==> src/hw/rtl/assert_macros.svh <==
// Assertion helpers; define NO_ASSERTIONS to compile them out.
`ifndef ASSERT_MACROS_SVH
`define ASSERT_MACROS_SVH
`ifndef NO_ASSERTIONS
`define ASSERT_IMPLY(label, clk, rst, ante, cons) \
   label: assert property (@(posedge clk) disable iff (rst) (ante) |-> (cons)) \
      else $error("same-cycle implication failed");
`define ASSERT_NEXT(label, clk, rst, ante, cons) \
   label: assert property (@(posedge clk) disable iff (rst) (ante) |=> (cons)) \
      else $error("next-cycle implication failed");
`else
`define ASSERT_IMPLY(label, clk, rst, ante, cons)
`define ASSERT_NEXT(label, clk, rst, ante, cons)
`endif
`endif

==> src/hw/rtl/mrmw_pkg.sv <==
package mrmw_pkg;

   localparam int unsigned STORE_WORDS  = 1024;
   localparam int unsigned STORE_ADDR_W = (STORE_WORDS > 1) ? $clog2(STORE_WORDS) : 1;

   localparam int unsigned OFFSET_W = 16;
   localparam int unsigned OP_W     = 4;
   localparam int unsigned WORD_W   = 32;
   localparam int unsigned BUF_W    = 13;
   localparam int unsigned INDEX_W  = OFFSET_W - 2;

   localparam logic [BUF_W-1:0] BUF_RESET = 13'd4096;

   localparam logic STATUS_OK      = 1'b0;
   localparam logic STATUS_INVALID = 1'b1;

   localparam int unsigned QUEUE_DEPTH = 3;
   localparam int unsigned QUEUE_PTR_W = 2;
   localparam int unsigned QUEUE_CNT_W = 2;

   typedef enum logic [OP_W-1:0] {
      OP_ADD  = 4'd0,
      OP_SUB  = 4'd1,
      OP_XCHG = 4'd2,
      OP_UMIN = 4'd3,
      OP_UMAX = 4'd4,
      OP_AND  = 4'd5,
      OP_OR   = 4'd6,
      OP_XOR  = 4'd7
   } atomic_op_type;

   typedef struct packed {
      logic [WORD_W-1:0] old_value;
      logic              status;
      logic [WORD_W-1:0] ops_done;
   } rsp_beat_type;

   typedef struct packed {
      logic [QUEUE_CNT_W-1:0] count;
   } queue_status_type;

endpackage

==> src/hw/rtl/mrmw_alu.sv <==
module mrmw_alu import mrmw_pkg::*; (
   input  atomic_op_type     op,
   input  logic [WORD_W-1:0] old_word,
   input  logic [WORD_W-1:0] operand,
   output logic [WORD_W-1:0] new_word
);

   always_comb begin
      case (op)
         OP_ADD:  new_word = old_word + operand;
         OP_SUB:  new_word = old_word - operand;
         OP_XCHG: new_word = operand;
         OP_UMIN: new_word = (old_word < operand) ? old_word : operand;
         OP_UMAX: new_word = (old_word > operand) ? old_word : operand;
         OP_AND:  new_word = old_word & operand;
         OP_OR:   new_word = old_word | operand;
         default: new_word = old_word ^ operand;
      endcase
   end

endmodule

==> config.mk <==
export PLATFORM = sky130hd
export DESIGN_NAME = mrmw_alu
export DESIGN_NICKNAME = d
export VERILOG_FILES = /design/src/hw/rtl/assert_macros.svh /design/src/hw/rtl/mrmw_pkg.sv /design/src/hw/rtl/mrmw_alu.sv
export SDC_FILE = /design/constraint.sdc
export NUM_CORES = 1
export LEC_CHECK = 0
export BUFFER_PORTS_ARGS = -buffer_cell sky130_fd_sc_hd__buf_2
export CORE_UTILIZATION = 60
export DETAILED_ROUTE_END_ITERATION = 16
export PLACE_DENSITY_LB_ADDON = 0.08
export SYNTH_ARGS = -nofsm -noshare
export SYNTH_HDL_FRONTEND = slang
export SYNTH_SLANG_ARGS = --single-unit
==> constraint.sdc <==
create_clock -name vclk -period 6.9
set_input_delay 1.035 -clock vclk [all_inputs]
set_output_delay 1.035 -clock vclk [all_outputs]
set_load 0.02 [all_outputs]
==> results.cfg <==
[outcome]
outcome = finished, final reports clean

[setup_path]
setup.worst_path.start_class = input port
arrival_ns = 4.61
end_kind = output pin
path_class = input port to output pin
cpPeakStageDelay_ns = 0.46
path_buf_inv = 4
timing.critical_path.mode_cell = buf_2
worstPathCellList = buf_2, inv_1, ha_1, nand2b_1, a221oi_1, o211a_1, o31ai_4, a31oi_4, buf_4, mux2i_1, o221ai_2, a2111oi_4, a221oi_2, buf_2
path_depth = 14
critPathTopFamily = compound AO/OA/AOI/OAI gates
worstPathRequired_ns = 5.86
cp_max_fo = 12
slowest_stage = a221oi_1

[final_layout]
syn2layout_area_growth_pct = 6.99
fin_util = 0.666
clkbuf_count = 0
regArea_um2 = 0
nFlopsAndLatches = 0
drive_gt1_frac = 0.145
nNetsFinal = 1171
diodes = 0

[timing]
slew_violations = 0
tightest_slew_ns = 1.28
fmax_ghz = 0.177
finalCritPeriodShare = 0.818
relSlewSlack = 0.145
final-setup-viol-count = 0
rsz0062_at_grt = no
tns_ns = 0
fin_ws_ns = 1.26
min_period_ns = 5.64
hold_viol_final = 0

[placed_design]
port-buffer-count = 100
hpwl_mm = 15.6
globalplace.congestion = 0.991
pre_cts_ws_ns = 1.30

[yosys]
yosysWarnings = 0
ys_seq_area_frac = 0
yosysUniqueCellTypes = 80
syn_avg_cell_area_um2 = 6.84
synth.net_count = 1120
syn-cell-area_um2 = 6480
synth_top_area_frac = 0.199
yosys.area.top_type = ha_1
yosys-top-cells-area = ha_1, a21oi_1, mux2i_1, inv_1, o21ai_0
synthCells = 947

[power]
pwr-share-clk = 0
powerDensity_nw_per_um2 = 90.5
internal_power_mw = 0.230
comb_power_share = 1.000
power_frac_seq = 0
switchingPower_mw = 0.398
p_leak_nw = 3.24
switching_share = 0.634
total_power_mw = 0.627
ir_worst_vdd_mv = 0.0639

[detailed_routing]
firstDrtPassIters = 6
drtAntennaViolNets = 0
routed_via_density = 6.73
post-route-drc-count = 0
wire_per_inst_um = 18.8
drtIter0Drc = 992
wl_mm = 21.3
via_count = 7623

[floorplanning]
num_rows = 37
core_area_um2 = 10400
die_area_um2 = 11200
die_w_um = 106
fp.dieH_um = 106
num_io_pins = 100
start_util = 0.622

[job]
maxCapViolations = 0

[global_route]
antenna_found_initial = 0
grt_overflow = 0
grt_pass1_vias = 6546
grt_pass1_wl_mm = 33.7
track_usage = 0.365
grt_max_degree = 38

[clock_tree]
cts_resized = 0
post_cts.repair.setup_buffers = 0
cts_hold_buf = 0

[min_path]
hold_depth = 5
hold_class = input port to output pin
cells in the final DEF, fill, tap and decap left out, types with 9 or more instances in the layout:
| cell type | n |
|---|---|
| a211oi_1 | 14 |
| o31ai_1 | 15 |
| nor4_1 | 10 |
| a21oi_1 | 142 |
| o21a_1 | 12 |
| mux2i_1 | 47 |
| nand3_1 | 16 |
| inv_1 | 94 |
| buf_4 | 12 |
| a221oi_1 | 20 |
| xnor2_1 | 21 |
| o21ai_0 | 63 |
| nand2_1 | 28 |
| nor2_1 | 71 |
| nor2b_1 | 9 |
| buf_2 | 100 |
| a21o_1 | 11 |
| o211ai_1 | 12 |
| nor3_1 | 24 |
| o221ai_1 | 20 |
| ha_1 | 103 |
| o21bai_1 | 20 |
logic make-up after synthesis:
kind of cell,after synthesis,share of synthesized area
AOI/OAI and AO/OA,413,0.431
and+or+nand+nor,197,0.153
buffers and inverters,162,0.107
adders and majority gates,105,0.205
muxes,48,0.0749
xor gates and xnor gates,22,0.0297
layer usage:
metal  share of wire  wire length (µm)  vias to the layer above  track usage
met5               0                 0                        -            0
met4           0.022               461                        0       0.0754
met3            0.12              2650                       52       0.0368
met2            0.41              8720                      468        0.549
met1            0.44              9470                     3472        0.554
li1                -                 -                     3631            -
stage by stage:
| step | hold slack (ns) | cell area (µm²) | cells |
|---|---|---|---|
| floorplan | 2.39 | 6480 | 947 |
| global placement | 2.61 | 6930 | 1132 |
| detailed placement | 2.60 | 6930 | 1132 |
| CTS | 2.61 | 6930 | 1132 |
| global route | 2.67 | 6930 | 1132 |
| finish | 2.61 | 6930 | 1132 |
final cells by class:
cell class                      count  area, µm²
Timing Repair Buffer              112        591
Tap cell                          136        170
Inverter                           99        372
Multi-Input combinational cell    785       5800
Fill cell                        1034       3480
synth_stat cells, types with 9 or more instances:
master    number
a21oi_1      142
ha_1         103
inv_1         94
nor2_1        71
o21ai_0       63
mux2i_1       47
clkbuf_1      35
nand2_1       28
nor3_1        24
xnor2_1       21
a221oi_1      20
o21bai_1      20
o221ai_1      20
nand3_1       16
buf_2         15
o31ai_1       15
a211oi_1      14
o211ai_1      12
o21a_1        12
a21o_1        11
nor4_1        10
a31oi_1        9
nor2b_1        9
power by group through the flow:
stage | Combinational [mW] | Clock [mW] | Sequential, mW
6_report | 0.627 | 0 | 0
5_1_grt | 0.680 | 0 | 0
4_1_cts | 0.612 | 0 | 0
3_5_place_dp | 0.608 | 0 | 0
3_3_place_gp | 0.605 | 0 | 0
2_1_floorplan | 0.453 | 0 | 0
path summary, 6_finish.rpt:
path / startpoint / endpoint / slack, ns
worst min-delay path: operand[18] / new_word[18] / 2.61
worst max-delay path: old_word[9] / new_word[29] / 1.26
No activity file was read; power rests on OpenSTA's default activity.
